$ cat config.mk
export PLATFORM = sky130hd
export DESIGN_NAME = periodic_task_release_scheduler
export DESIGN_NICKNAME = d
export VERILOG_FILES = /design/src/ptrs_pkg.sv /design/src/ptrs_ctrl.sv /design/src/ptrs_dp.sv /design/src/periodic_task_release_scheduler.sv
export VERILOG_INCLUDE_DIRS = /design/src /design/src/src
export SDC_FILE = /design/constraint.sdc
export NUM_CORES = 1
export LEC_CHECK = 0
export ABC_AREA = 1
export BUFFER_PORTS_ARGS = -buffer_cell sky130_fd_sc_hd__buf_4
export CAP_MARGIN = 10
export CORE_MARGIN = 10
export CORE_UTILIZATION = 35
export DETAILED_ROUTE_END_ITERATION = 10
export PLACE_DENSITY = 0.57
export SKIP_CTS_REPAIR_TIMING = 1
export SLEW_MARGIN = 20
export SYNTH_ARGS = -nofsm -noshare
export SYNTH_HDL_FRONTEND = slang
export SYNTH_SLANG_ARGS = --single-unit
$ cat constraint.sdc
create_clock -name clk -period 3.9 [get_ports clk]
set_clock_uncertainty 0.1 [all_clocks]
set_input_delay 0.195 -clock clk [delete_from_list [all_inputs] [get_ports clk]]
set_output_delay 0.195 -clock clk [all_outputs]
set_load 0.1 [all_outputs]
$ cat src/periodic_task_release_scheduler_assert.svh
// Assertion macros for the periodic task release scheduler.
// Included by the controller and datapath; no other dependencies.
`ifndef PERIODIC_TASK_RELEASE_SCHEDULER_ASSERT_SVH
`define PERIODIC_TASK_RELEASE_SCHEDULER_ASSERT_SVH

`ifndef SYNTHESIS

// checked at every clock edge outside reset
`define PTRS_ASSERT(name, clk, rst, prop) \
  name: assert property (@(posedge clk) disable iff (rst) prop) \
    else $error("ptrs assertion failed");

// checked at every clock edge, reset included
`define PTRS_ASSERT_ALWAYS(name, clk, prop) \
  name: assert property (@(posedge clk) prop) \
    else $error("ptrs assertion failed");

`else

`define PTRS_ASSERT(name, clk, rst, prop)
`define PTRS_ASSERT_ALWAYS(name, clk, prop)

`endif

`endif

$ cat src/ptrs_pkg.sv
// Shared types and constants for the periodic task release scheduler.
// No dependencies.
`timescale 1ns / 1ps

package ptrs_pkg;

  localparam int CH_MAX            = 4;
  localparam int NUM_TASKS_DEFAULT = 4;
  localparam int TIME_W            = 32;
  localparam int PERIOD_W          = 31;
  localparam int CFG_IDX_W         = 3;
  localparam int CFG_DATA_W        = 31;

  localparam logic [PERIOD_W-1:0] PERIOD_RESET = 31'd1000;
  localparam logic [CH_MAX-1:0]   PMASK_RESET  = 4'hF;

  typedef enum logic [2:0] {
    OP_POLL    = 3'd0,
    OP_ENABLE  = 3'd1,
    OP_DISABLE = 3'd2,
    OP_TOGGLE  = 3'd3,
    OP_DROP_NP = 3'd4,
    OP_START   = 3'd5
  } op_t;

  typedef enum logic [CFG_IDX_W-1:0] {
    CFG_PERIOD0 = 3'd0,
    CFG_PERIOD1 = 3'd1,
    CFG_PERIOD2 = 3'd2,
    CFG_PERIOD3 = 3'd3,
    CFG_PMASK   = 3'd4
  } cfg_idx_t;

  typedef struct packed {
    logic [2:0]        op;
    logic [1:0]        task_index;
    logic [TIME_W-1:0] now_time;
  } req_t;

  typedef struct packed {
    logic [CH_MAX-1:0] fire_mask;
    logic [CH_MAX-1:0] enable_mask;
  } rsp_t;

  typedef struct packed {
    logic load;
    logic exec;
  } cmd_t;

endpackage

$ cat src/ptrs_ctrl.sv
// Item sequencing controller: capture, execute, result hold.
// Depends on ptrs_pkg and the assertion macro header.
`timescale 1ns / 1ps
`include "periodic_task_release_scheduler_assert.svh"

module ptrs_ctrl (
  input  logic          clk,
  input  logic          rst,
  input  logic          req_valid,
  output logic          req_ready,
  output logic          rsp_valid,
  input  logic          rsp_ready,
  output ptrs_pkg::cmd_t cmd
);

  typedef enum logic [1:0] {
    S_IDLE = 2'b01,
    S_EXEC = 2'b10
  } state_t;

  state_t state, state_next;
  logic   rsp_valid_next;

  assign req_ready = (state == S_IDLE);

  always_comb begin
    cmd.load = req_valid && req_ready;
    cmd.exec = (state == S_EXEC) && (!rsp_valid || rsp_ready);
  end

  always_comb begin
    state_next = state;
    unique case (state)
      S_IDLE: begin
        if (cmd.load) state_next = S_EXEC;
      end
      S_EXEC: begin
        if (cmd.exec) state_next = S_IDLE;
      end
      default: state_next = S_IDLE;
    endcase
  end

  always_comb begin
    rsp_valid_next = rsp_valid;
    if (cmd.exec) begin
      rsp_valid_next = 1'b1;
    end else if (rsp_ready) begin
      rsp_valid_next = 1'b0;
    end
  end

  always_ff @(posedge clk) begin
    if (rst) begin
      state     <= S_IDLE;
      rsp_valid <= 1'b0;
    end else begin
      state     <= state_next;
      rsp_valid <= rsp_valid_next;
    end
  end

  // one item in flight
  `PTRS_ASSERT(a_load_busy, clk, rst, cmd.load |=> !req_ready)
  // result lands in the output register and input reopens
  `PTRS_ASSERT(a_exec_done, clk, rst, cmd.exec |=> (rsp_valid && req_ready))
  // execution waits while the held result is not taken
  `PTRS_ASSERT(a_exec_wait, clk, rst,
    ((state == S_EXEC) && rsp_valid && !rsp_ready) |=> (state == S_EXEC))

endmodule

$ cat src/ptrs_dp.sv
// Datapath: channel bank (due times, enables), config registers, result register.
// Depends on ptrs_pkg and the assertion macro header.
`timescale 1ns / 1ps
`include "periodic_task_release_scheduler_assert.svh"

module ptrs_dp #(
  parameter int NUM_TASKS = ptrs_pkg::NUM_TASKS_DEFAULT
) (
  input  logic                            clk,
  input  logic                            rst,
  input  ptrs_pkg::cmd_t                  cmd,
  input  ptrs_pkg::req_t                  req,
  output ptrs_pkg::rsp_t                  rsp,
  input  logic                            cfg_we,
  input  logic [ptrs_pkg::CFG_IDX_W-1:0]  cfg_index,
  input  logic [ptrs_pkg::CFG_DATA_W-1:0] cfg_data
);

  ptrs_pkg::req_t req_q;
  ptrs_pkg::rsp_t rsp_q;

  logic [ptrs_pkg::PERIOD_W-1:0] period [ptrs_pkg::CH_MAX];
  logic [ptrs_pkg::CH_MAX-1:0]   pmask;

  logic [ptrs_pkg::TIME_W-1:0] due      [NUM_TASKS];
  logic [ptrs_pkg::TIME_W-1:0] due_next [NUM_TASKS];
  logic [NUM_TASKS-1:0]        en;
  logic [NUM_TASKS-1:0]        en_next;
  logic [NUM_TASKS-1:0]        fire;

  assign rsp = rsp_q;

  always_ff @(posedge clk) begin
    if (rst) begin
      for (int i = 0; i < ptrs_pkg::CH_MAX; i++) begin
        period[i] <= ptrs_pkg::PERIOD_RESET;
      end
      pmask <= ptrs_pkg::PMASK_RESET;
    end else if (cfg_we) begin
      unique case (cfg_index)
        ptrs_pkg::CFG_PERIOD0: period[0] <= cfg_data;
        ptrs_pkg::CFG_PERIOD1: period[1] <= cfg_data;
        ptrs_pkg::CFG_PERIOD2: period[2] <= cfg_data;
        ptrs_pkg::CFG_PERIOD3: period[3] <= cfg_data;
        ptrs_pkg::CFG_PMASK:   pmask     <= cfg_data[ptrs_pkg::CH_MAX-1:0];
        default: ;
      endcase
    end
  end

  always_ff @(posedge clk) begin
    if (cmd.load) req_q <= req;
  end

  for (genvar g = 0; g < NUM_TASKS; g++) begin : g_ch
    logic [ptrs_pkg::TIME_W-1:0] diff;
    logic [ptrs_pkg::TIME_W-1:0] step;

    assign diff = req_q.now_time - due[g];
    assign step = {1'b0, period[g]};

    always_comb begin
      fire[g]     = 1'b0;
      en_next[g]  = en[g];
      due_next[g] = due[g];
      unique case (req_q.op)
        ptrs_pkg::OP_POLL: begin
          if (en[g] && !diff[ptrs_pkg::TIME_W-1]) begin
            fire[g]     = 1'b1;
            due_next[g] = due[g] + step;
          end
        end
        ptrs_pkg::OP_ENABLE: begin
          if (req_q.task_index == 2'(g)) en_next[g] = 1'b1;
        end
        ptrs_pkg::OP_DISABLE: begin
          if (req_q.task_index == 2'(g)) en_next[g] = 1'b0;
        end
        ptrs_pkg::OP_TOGGLE: begin
          if (req_q.task_index == 2'(g)) en_next[g] = !en[g];
        end
        ptrs_pkg::OP_DROP_NP: begin
          en_next[g] = en[g] && pmask[g];
        end
        ptrs_pkg::OP_START: begin
          en_next[g]  = en[g] && pmask[g];
          due_next[g] = req_q.now_time + step;
        end
        default: ;
      endcase
    end

    always_ff @(posedge clk) begin
      if (rst) begin
        en[g]  <= 1'b1;
        due[g] <= '0;
      end else if (cmd.exec) begin
        en[g]  <= en_next[g];
        due[g] <= due_next[g];
      end
    end
  end

  always_ff @(posedge clk) begin
    if (cmd.exec) begin
      rsp_q.fire_mask   <= ptrs_pkg::CH_MAX'(fire);
      rsp_q.enable_mask <= ptrs_pkg::CH_MAX'(en_next);
    end
  end

  // only polls release channels
  `PTRS_ASSERT(a_fire_poll_only, clk, rst,
    (cmd.exec && (req_q.op != ptrs_pkg::OP_POLL)) |=> (rsp_q.fire_mask == '0))
  // a released channel was enabled and a poll leaves it enabled
  `PTRS_ASSERT(a_fire_enabled, clk, rst,
    (cmd.exec && (req_q.op == ptrs_pkg::OP_POLL)) |=>
      ((rsp_q.fire_mask & ~rsp_q.enable_mask) == '0))
  // result register only changes on execute
  `PTRS_ASSERT(a_rsp_hold, clk, rst, !cmd.exec |=> $stable(rsp_q))

endmodule

$ cat src/periodic_task_release_scheduler.sv
// Top level of the periodic task release scheduler.
// Depends on ptrs_pkg, ptrs_ctrl and ptrs_dp.
//
//   channel  | signals                       | role
//   req      | req_valid, req_ready, req     | operation item in (op, task_index, now_time)
//   rsp      | rsp_valid, rsp_ready, rsp     | result item out (fire_mask, enable_mask)
//   cfg      | cfg_we, cfg_index, cfg_data   | register writes, one per cycle, no wait
//
// Each item is captured into the request register, then updates the channel bank
// in the execute state; the single-item controller takes no new item until it has executed.
// A result not yet taken holds execution of the next item until rsp_ready.
// Reset is synchronous: all channels enabled, due times zero, periods 1000,
// persistent mask all ones.
`timescale 1ns / 1ps

module periodic_task_release_scheduler #(
  parameter int NUM_TASKS = ptrs_pkg::NUM_TASKS_DEFAULT
) (
  input  logic                            clk,
  input  logic                            rst,
  input  logic                            req_valid,
  output logic                            req_ready,
  input  ptrs_pkg::req_t                  req,
  output logic                            rsp_valid,
  input  logic                            rsp_ready,
  output ptrs_pkg::rsp_t                  rsp,
  input  logic                            cfg_we,
  input  logic [ptrs_pkg::CFG_IDX_W-1:0]  cfg_index,
  input  logic [ptrs_pkg::CFG_DATA_W-1:0] cfg_data
);

  ptrs_pkg::cmd_t cmd;

  ptrs_ctrl u_ctrl (
    .clk       (clk),
    .rst       (rst),
    .req_valid (req_valid),
    .req_ready (req_ready),
    .rsp_valid (rsp_valid),
    .rsp_ready (rsp_ready),
    .cmd       (cmd)
  );

  ptrs_dp #(
    .NUM_TASKS (NUM_TASKS)
  ) u_dp (
    .clk       (clk),
    .rst       (rst),
    .cmd       (cmd),
    .req       (req),
    .rsp       (rsp),
    .cfg_we    (cfg_we),
    .cfg_index (cfg_index),
    .cfg_data  (cfg_data)
  );

endmodule
==> summary.md, run 1 <==
| Metric | Value |
|---|---|
| Placer Congestion | `0.957` |
| Area contributors post-synth | `sky130_fd_sc_hd__edfxtp_1 39%, sky130_fd_sc_hd__ha_1 14%, sky130_fd_sc_hd__nand2_1 8.0%` |
| Gate count after technology mapping | `2834` |
| Maximum buffer depth of the clock tree | `3` |
| Failing checks | `hold timing` |
| Antenna violations before repair | `0` |
| Final #Nets | `3330` |
| Height of the die | `274 um` |
| Fraction of layout cells with a size suffix above 1 | `between 7 and 8%` |
| Multi-input gate area in the final layout | `11600 um^2` |
| Critical-path top delay cell | `sky130_fd_sc_hd__edfxtp_1` |
| DR pass1 iterations | `8` |
| Count of filler cells inserted in the layout | `6632` |
| Layout overhead on the synthesized area | `16.2%` |
| Net count after synthesis | `about 3200` |
| Actual transition at the worst max-transition pin | `~0.7 ns` |
| Critical-path maximum fanout | `26` |
| Floorplan row count | `93` |
| Number of setup violations in the final report | `0` |
| Cell area after technology mapping | `22600 um^2` |
| Slew HR | `53.2%` |
| Later-pin clock latency in the skew report | `0.58 ns` |
| Fmax | `0.280 GHz` |
| Critical path launch point type | `flop` |
| Max Slew Vio Count | `0` |
| Inserted Clock Buffers | `between 40 and 50` |
| CP bufs+invs | `5` |
| Syn_area_per_cell | `7.99 um^2` |
| Via count of the first global-routing pass | `19400` |
| Outcome | `finished, violations left` |
| Routed length per instance | `19.9 um` |
| Share of synthesized flip-flops with an asynchronous set or reset | `0%` |
| Placed Instance Area | `24400 um^2` |
| HPWL after detailed placement | `approximately 61000 um` |
| Total wirelength of the detailed-routed design | `77400 um` |
| Switching Fraction | `32.6%` |
| FF+latch count, synth | `308` |
| H-tree level count | `2` |
| Number of buffers inserted by port buffering | `85` |
| Total Routing Usage GR | `20.2%` |
| Post-layout minimum cycle time | `around 3.6 ns` |
| Int Power | `6970 uW` |
| Sequential cell area fraction in the yosys report | `40.4%` |
| Peak supply drop | `241 uV` |
| Kind of critical path | `flop to flop` |
| Tot Pwr | `10300 uW` |
| Buffer cell driving the clock tree root | `sky130_fd_sc_hd__clkbuf_16` |
| Synth cell types | `48` |
| Clock group share of total power | `37.9%` |
| Kind of end point of the critical path | `flop` |
| Initial core utilization | `35.2%` |
| Final count of hold timing violations | `13` |
| # clock sinks | `308` |
| Cell taking the most area after synthesis | `sky130_fd_sc_hd__edfxtp_1` |
| Ratio of total power to cell area | `393 nW/um^2` |
| Number of enable flip-flop cells after synthesis | `about 300` |
| Number of antenna-violating nets in the routed design | `0` |
| Post-detailed-route via-to-cell ratio | `5.15` |
| Worst endpoint required time | `4.13 ns` |
| Total number of vias | `20000` |
| First-pass GRT wire length | `~120000 um` |
| Clock transition at path regs | `0.06 ns` |
| Top cell type's share of synthesized area | `39.4%` |
| DRC errors left | `0` |
| Number of maximum-capacitance constraint violations | `0` |
| Share of the core filled with cells | `40.9%` |
| RSZ-0062 raised after global routing | `false` |
| Total overflow reported by the global router | `0` |
| Violation count after the first detailed-route iteration | `1467` |
| CP delay by family, top | `compound AO/OA/AOI/OAI gates` |
| Leakage power of the design | `0.0119 uW` |
| WHS | `-0.0189 ns` |
| Sequence of cells on the critical path | `inv_2 > nor2_4 > nand2_4 > clkinv_2 > buf_4 > buf_4 > o21ai_1 > inv_1 > ha_1 > a21oi_1 > o21ai_0 > a21oi_1 > nor2_1 > nor3_1 > nand3_1 > nand2_1 > nor2_1` |
| Pin count of the biggest net entering global routing | `just over 70` |
| Data arrival time of the critical path | `3.80 ns` |
| Final-layout setup total negative slack | `0 ns` |
| Hold crit path type | `input pin to flop` |
| Part of the power in registers | `38.6%` |
| Total Die Area | `~75000 um^2` |
| Most common flop cell mapped by yosys | `sky130_fd_sc_hd__edfxtp_1` |
| Logic gate share of total power | `23.5%` |
| Minimum setup slack among reg-to-reg paths | `approximately 0.33 ns` |
| Die width | `roughly 270 um` |
| Net Sw Power | `3370 uW` |
| Area taken by flip-flops and latches | `9140 um^2` |
| CTS tree | `done` |
| Ys Warns | `0` |
| Number of ports placed on the die boundary | `86` |
| Final Cycle Share | `91.6%` |
| Design area | `26300 um^2` |
| Crit path largest cell delay | `0.47 ns` |
| Core area | `64200 um^2` |
-- layout by cell type (no fill, tap or decap), drive strengths merged, types with 3 or more instances in the layout --
| cell | synthesis | final |
|---|---|---|
| o21bai | 16 | 16 |
| fa | 4 | 4 |
| dlygate4sd3 | 0 | 53 |
| buf | 29 | 108 |
| a21o | 26 | 26 |
| a21boi | 9 | 9 |
| edfxtp | 297 | 297 |
| xor2 | 6 | 6 |
| nor2 | 363 | 363 |
| nand3b | 4 | 4 |
| o211ai | 6 | 6 |
| dfxtp | 11 | 11 |
| nor3b | 3 | 3 |
| o21ai | 292 | 292 |
| nand2 | 498 | 498 |
| or2 | 31 | 31 |
| ha | 252 | 252 |
| nand4 | 21 | 21 |
| and2 | 6 | 6 |
| clkbuf | 11 | 49 |
| clkinv | 1 | 19 |
| nor4 | 15 | 15 |
| inv | 458 | 458 |
| nor3 | 31 | 31 |
| o21a | 27 | 27 |
| bufinv | 0 | 5 |
| clkinvlp | 0 | 4 |
| a21oi | 328 | 328 |
| nand3 | 82 | 82 |
-- layout make-up --
cell class              count  area share, %
well taps                 855           4.07
repair buffers            161           5.29
clock buffers              49           4.18
clock inverters            27          0.999
diodes                      1        0.00951
flip-flops and latches    308           34.7
multi-input cells        2027           44.2
inverters                 459           6.56
-- sequential cells by signal, summed over array words and instances (netlist names) --
name / count
u_dp.due: 128
u_dp.period: 124
u_dp.req_q: 37
u_dp.rsp: 8
u_dp.en: 4
u_dp.pmask: 4
u_ctrl.state: 2
u_ctrl.rsp_valid: 1
-- final timing paths --
check                                           startpoint                                to  depth (start not counted)
worst max-delay path              u_dp.req_q[36]$_DFFE_PP_     u_dp.due[2][28]$_SDFFCE_PN0P_                         17
worst min-delay path                          cfg_data[26]  u_dp.period[1][26]$_SDFFCE_PN0P_                          3
worst max register to register    u_dp.req_q[36]$_DFFE_PP_     u_dp.due[2][28]$_SDFFCE_PN0P_                         17
worst min register to register  u_dp.pmask[0]$_SDFFE_PP1P_        u_dp.pmask[0]$_SDFFE_PP1P_                          2
-- through the flow --
step | instances | setup slack, ns
final | 3887 | 0.326
after global placement | 3757 | 0.219
after detailed placement | 3757 | 0.238
after global routing | 3886 | 0.0423
after CTS | 3833 | 0.226
after floorplan | 2834 | -0.00826
-- worst min-delay path, delay by kind of cell --
family,cells,cell delay [ns]
buffers and inverters,2,0.22
AND/OR/NAND/NOR,1,0.13
-- kinds of logic after synthesis --
group | after synthesis | share of synthesized area [%]
and+or+nand+nor | 1054 | 19.5
AOI/OAI and AO/OA | 711 | 17.0
buffers and inverters | 499 | 8.60
xor gates and xnor gates | 6 | 0.232
DFF | 308 | 40.4
adders and majority gates | 256 | 14.3
-- synth_stat cells, types with 2 or more instances --
cell and number:
sky130_fd_sc_hd__or2_1 30, sky130_fd_sc_hd__a21boi_0 4, sky130_fd_sc_hd__fa_1 4, sky130_fd_sc_hd__nor3_2 3, sky130_fd_sc_hd__dfxtp_1 11, sky130_fd_sc_hd__nor2_1 354, sky130_fd_sc_hd__nor2_2 6, sky130_fd_sc_hd__o22ai_1 2
sky130_fd_sc_hd__inv_2 14, sky130_fd_sc_hd__buf_6 2, sky130_fd_sc_hd__o21bai_1 13, sky130_fd_sc_hd__buf_4 10, sky130_fd_sc_hd__nor3b_1 3, sky130_fd_sc_hd__xor2_1 6, sky130_fd_sc_hd__and2_1 6, sky130_fd_sc_hd__nand2_2 14
sky130_fd_sc_hd__buf_2 17, sky130_fd_sc_hd__o21ai_0 234, sky130_fd_sc_hd__o21a_1 27, sky130_fd_sc_hd__nor2_4 3, sky130_fd_sc_hd__nand2_1 483, sky130_fd_sc_hd__a21oi_2 2, sky130_fd_sc_hd__inv_1 444, sky130_fd_sc_hd__a21boi_1 2
sky130_fd_sc_hd__nor4_1 15, sky130_fd_sc_hd__a21o_1 26, sky130_fd_sc_hd__o21bai_2 3, sky130_fd_sc_hd__edfxtp_1 297, sky130_fd_sc_hd__o21ai_1 51, sky130_fd_sc_hd__nand3b_1 4, sky130_fd_sc_hd__nor3_1 28, sky130_fd_sc_hd__a21boi_2 3
sky130_fd_sc_hd__a21oi_1 326, sky130_fd_sc_hd__ha_1 252, sky130_fd_sc_hd__o211ai_1 5, sky130_fd_sc_hd__o2111ai_1 2, sky130_fd_sc_hd__nand4_1 21, sky130_fd_sc_hd__nand3_1 80, sky130_fd_sc_hd__a221oi_1 2, sky130_fd_sc_hd__o21ai_2 7
sky130_fd_sc_hd__clkbuf_1 11
-- power groups by stage --
stage,Combinational [uW],Sequential [uW],Clock [uW]
floorplan,1620,3980,0
global placement,2340,4050,0
detailed placement,2350,4050,0
CTS,2360,3990,4010
global route,2720,4000,4140
finish,2430,3990,3920
-- routing by layer --
layer | vias up | global-route usage, % | routed length, um
met5 | - | 0 | 0
met4 | 0 | 7.19 | 2550
met3 | 127 | 2.41 | 4730
met2 | 564 | 33.2 | 35600
met1 | 9401 | 26.8 | 34500
li1 | 9931 | - | -
(Power assumes the default switching activity.)
==> inputs of run 2 (changes only) <==
Settings changed: CORE_MARGIN 10 to default, SYNTH_HIERARCHICAL from default to 1.
==> run 2 against run 1 <==
Against the previous run:
- the flow now finishes without violations
- largest cell class unchanged
- register-to-register slack worse by 0.09 ns
- via count grew 4.4%
- sequential power about the same
- total power shrank 0.13%
- worst setup slack got worse by 0.087 ns
- maximum frequency down 2.4%
- critical path type unchanged
- largest power group unchanged
- global-route usage is 3.1 points higher
==> summary.md, run 2 <==
| Metric | Value |
|---|---|
| Outcome | `finished, final reports clean` |
| Fraction of layout cells with a size suffix above 1 | `6.73%` |
| Ys Warns | `6` |
| WHS | `around 0.0016 ns` |
| Kind of end point of the critical path | `flop` |
| Cell area after technology mapping | `23200 um^2` |
| Actual transition at the worst max-transition pin | `roughly 1.1 ns` |
| Most common flop cell mapped by yosys | `sky130_fd_sc_hd__edfxtp_1` |
| Buffer cell driving the clock tree root | `sky130_fd_sc_hd__clkbuf_16` |
| Startpoint of the worst hold path | `cfg_data[21]` |
| Most frequent cells in the layout | `663 x sky130_fd_sc_hd__nand2_1, 515 x sky130_fd_sc_hd__inv_1, 416 x sky130_fd_sc_hd__nor2_1` |
| Flip-flop count of the largest register, all copies and words added | `128` |
| Top reg by flops | `u_dp/due` |
| Number of antenna-violating nets in the routed design | `0` |
| Top cell type's share of synthesized area | `38.5%` |
| Maximum buffer depth of the clock tree | `3` |
| Height of the die | `259 um` |
| CTS tree | `done` |
| Largest registers | `u_dp/due x128, u_dp/period x124, u_dp/req_q x37` |
| Total Die Area | `67200 um^2` |
| Data arrival time of the critical path | `around 4 ns` |
| Crit path from | `u_dp/req_q[35]$_DFFE_PP_` |
| Ratio of total power to cell area | `385 nW/um^2` |
| Final Cycle Share | `93.9%` |
| # clock sinks | `308` |
| Area contributors post-synth | `sky130_fd_sc_hd__edfxtp_1 39%, sky130_fd_sc_hd__ha_1 14%, sky130_fd_sc_hd__nand2_1 11%` |
| Share of synthesized flip-flops with an asynchronous set or reset | `0%` |
| H-tree level count | `2` |
| Die width | `between 200 and 300 um` |
| Part of the power in registers | `38.7%` |
| Non-filler cells, final | `4077` |
| Most frequent cell after synthesis | `sky130_fd_sc_hd__nand2_1` |
| Net count after synthesis | `3360` |
| Int Power | `6930 uW` |
| Layout overhead on the synthesized area | `15.9%` |
| Number of maximum-capacitance constraint violations | `0` |
| Routed length per instance | `just under 20 um` |
| Via count of the first global-routing pass | `19700` |
| Post-layout minimum cycle time | `around 3.7 ns` |
| Final count of hold timing violations | `0` |
| Critical-path maximum fanout | `20` |
| Total number of vias | `20900` |
| Cell taking the most area after synthesis | `sky130_fd_sc_hd__edfxtp_1` |
| Fmax | `approximately 0.27 GHz` |
| Switching Fraction | `32.9%` |
| Total wirelength of the detailed-routed design | `78900 um` |
| Placer Congestion | `~0.95` |
| Placed cell count | `between 3000 and 4000` |
| HPWL after detailed placement | `61900 um` |
| Hold crit path type | `input pin to flop` |
| Worst endpoint required time | `4.17 ns` |
| Total inserted antenna cells | `0` |
| Slew HR | `around a quarter` |
| Number of ports placed on the die boundary | `86` |
| Post-detailed-route via-to-cell ratio | `5.13` |
| Number of buffers inserted by port buffering | `between 80 and 90` |
| Max Slew Vio Count | `0` |
| Gate count after technology mapping | `3028` |
| Net Sw Power | `3400 uW` |
| Clock transition at path regs | `0.06 ns` |
| Syn_area_per_cell | `7.65 um^2` |
| Initial core utilization | `35.7%` |
| Floorplan row count | `93` |
| DR pass1 iterations | `5` |
| Pin count of the biggest net entering global routing | `66` |
| Number of enable flip-flop cells after synthesis | `297` |
| Later-pin clock latency in the skew report | `0.57 ns` |
| Synth cell types | `53` |
| Core area | `about 65000 um^2` |
| Sequential cell area fraction in the yosys report | `39.5%` |
| Start of the worst register-to-register path | `u_dp/req_q[35]$_DFFE_PP_` |
| First-pass GRT wire length | `117000 um` |
| Clock group share of total power | `37.3%` |
| Inserted Clock Buffers | `41` |
| FF+latch count, synth | `slightly above 300` |
| Kind of critical path | `flop to flop` |
| Top post-synthesis cells by count | `663 x sky130_fd_sc_hd__nand2_1, 516 x sky130_fd_sc_hd__inv_1, 417 x sky130_fd_sc_hd__nor2_1, 297 x sky130_fd_sc_hd__edfxtp_1, 282 x sky130_fd_sc_hd__a21oi_1` |
| Antenna violations before repair | `1` |
| DRC errors left | `0` |
| Final #Nets | `3524` |
| RSZ-0062 raised after global routing | `false` |
| Violation count after the first detailed-route iteration | `~1900` |
| Total Routing Usage GR | `23.2%` |
| Count of filler cells inserted in the layout | `6655` |
| Leakage power of the design | `between 0.01 and 0.015 uW` |
| Peak supply drop | `236 uV` |
| Number of setup violations in the final report | `0` |
| Logic gate share of total power | `24.0%` |
| Commonest non-fill, non-tap cell in the layout | `sky130_fd_sc_hd__nand2_1` |
| Critical path launch point type | `flop` |
| Total overflow reported by the global router | `0` |
==> run 2: logic make-up (layout without fill, tap and decap cells) <==
group                    Yosys count  count (layout)  synth area share [%]
AND/OR/NAND/NOR                 1281            1281                  22.5
AO/OA/AOI/OAI                    611             611                  14.3
buffers and inverters            563             757                  9.34
flip-flops                       308             308                  39.5
adder cells (fa/ha/maj)          256             256                  14.0
XOR/XNOR                           9               9                 0.341
==> run 2: worst paths after layout <==
check                                           to  slack, ns  depth (start not counted)
hold reg to reg            u_dp/en[2]$_SDFFE_PP1P_       0.49                          2
setup reg to reg     u_dp/due[2][25]$_SDFFCE_PN0P_       0.24                         15
setup / recovery     u_dp/due[2][25]$_SDFFCE_PN0P_       0.24                         15
hold / removal    u_dp/period[3][21]$_SDFFCE_PN0P_      0.002                          3
==> run 2: critical path, cell delays in order, from the launching register on <==
cell and delay, ns:
sky130_fd_sc_hd__edfxtp_1 0.48, sky130_fd_sc_hd__nor3_4 0.31, sky130_fd_sc_hd__inv_2 0.16, sky130_fd_sc_hd__buf_4 0.22, sky130_fd_sc_hd__or2_1 0.29, sky130_fd_sc_hd__o21ai_0 0.21
sky130_fd_sc_hd__inv_1 0.12, sky130_fd_sc_hd__ha_1 0.43, sky130_fd_sc_hd__nand2_1 0.14, sky130_fd_sc_hd__nor2_1 0.22, sky130_fd_sc_hd__nand2_1 0.12, sky130_fd_sc_hd__nor3_1 0.15
sky130_fd_sc_hd__nand2_1 0.13, sky130_fd_sc_hd__nand3_1 0.09, sky130_fd_sc_hd__nand2_1 0.05, sky130_fd_sc_hd__a21oi_1 0.24
==> run 2: area by class of cell <==
class / count / area [um^2] / share of cell area [%]
timing repair buffer: 163 / 1410 / 5.24
tap: 855 / 1070 / 3.99
inverter: 521 / 1960 / 7.30
multi-input combinational: 2157 / 11900 / 44.4
clock buffer: 49 / 1100 / 4.10
sequential: 308 / 9140 / 34.1
clock inverter: 24 / 243 / 0.905
==> run 2: power groups by stage <==
stage / Sequential [uW] / Clock, uW / Combinational (uW)
after global placement: 4060 / 0 / 2390
after detailed placement: 4050 / 0 / 2400
after floorplan: 3980 / 0 / 1660
after global routing: 4010 / 4060 / 2790
after CTS: 3990 / 3950 / 2410
final: 3990 / 3850 / 2480
==> run 2: per-layer routing <==
| layer | up-vias | track usage (%) | wire (um) |
|---|---|---|---|
| li1 | 10300 | - | - |
| met1 | 9740 | 32.2 | 35400 |
| met2 | 722 | 37.5 | 35700 |
| met3 | 123 | 2.84 | 5560 |
| met4 | 0 | 7.34 | 2280 |
| met5 | - | 0 | 0 |
==> run 2: through the flow <==
stage               worst slack (ns)  total power (uW)  utilization, %  instance area [um^2]  setup TNS, ns
detailed placement             0.210              6450            38.4                 24900              0
floorplan                     -0.192              5630               -                 23200         -24.61
global route                  0.0360             10800            41.3                 26800              0
global placement               0.208              6450            38.4                 24900              0
CTS                            0.222             10300            40.5                 26300              0
finish                         0.238             10300            41.3                 26800              0
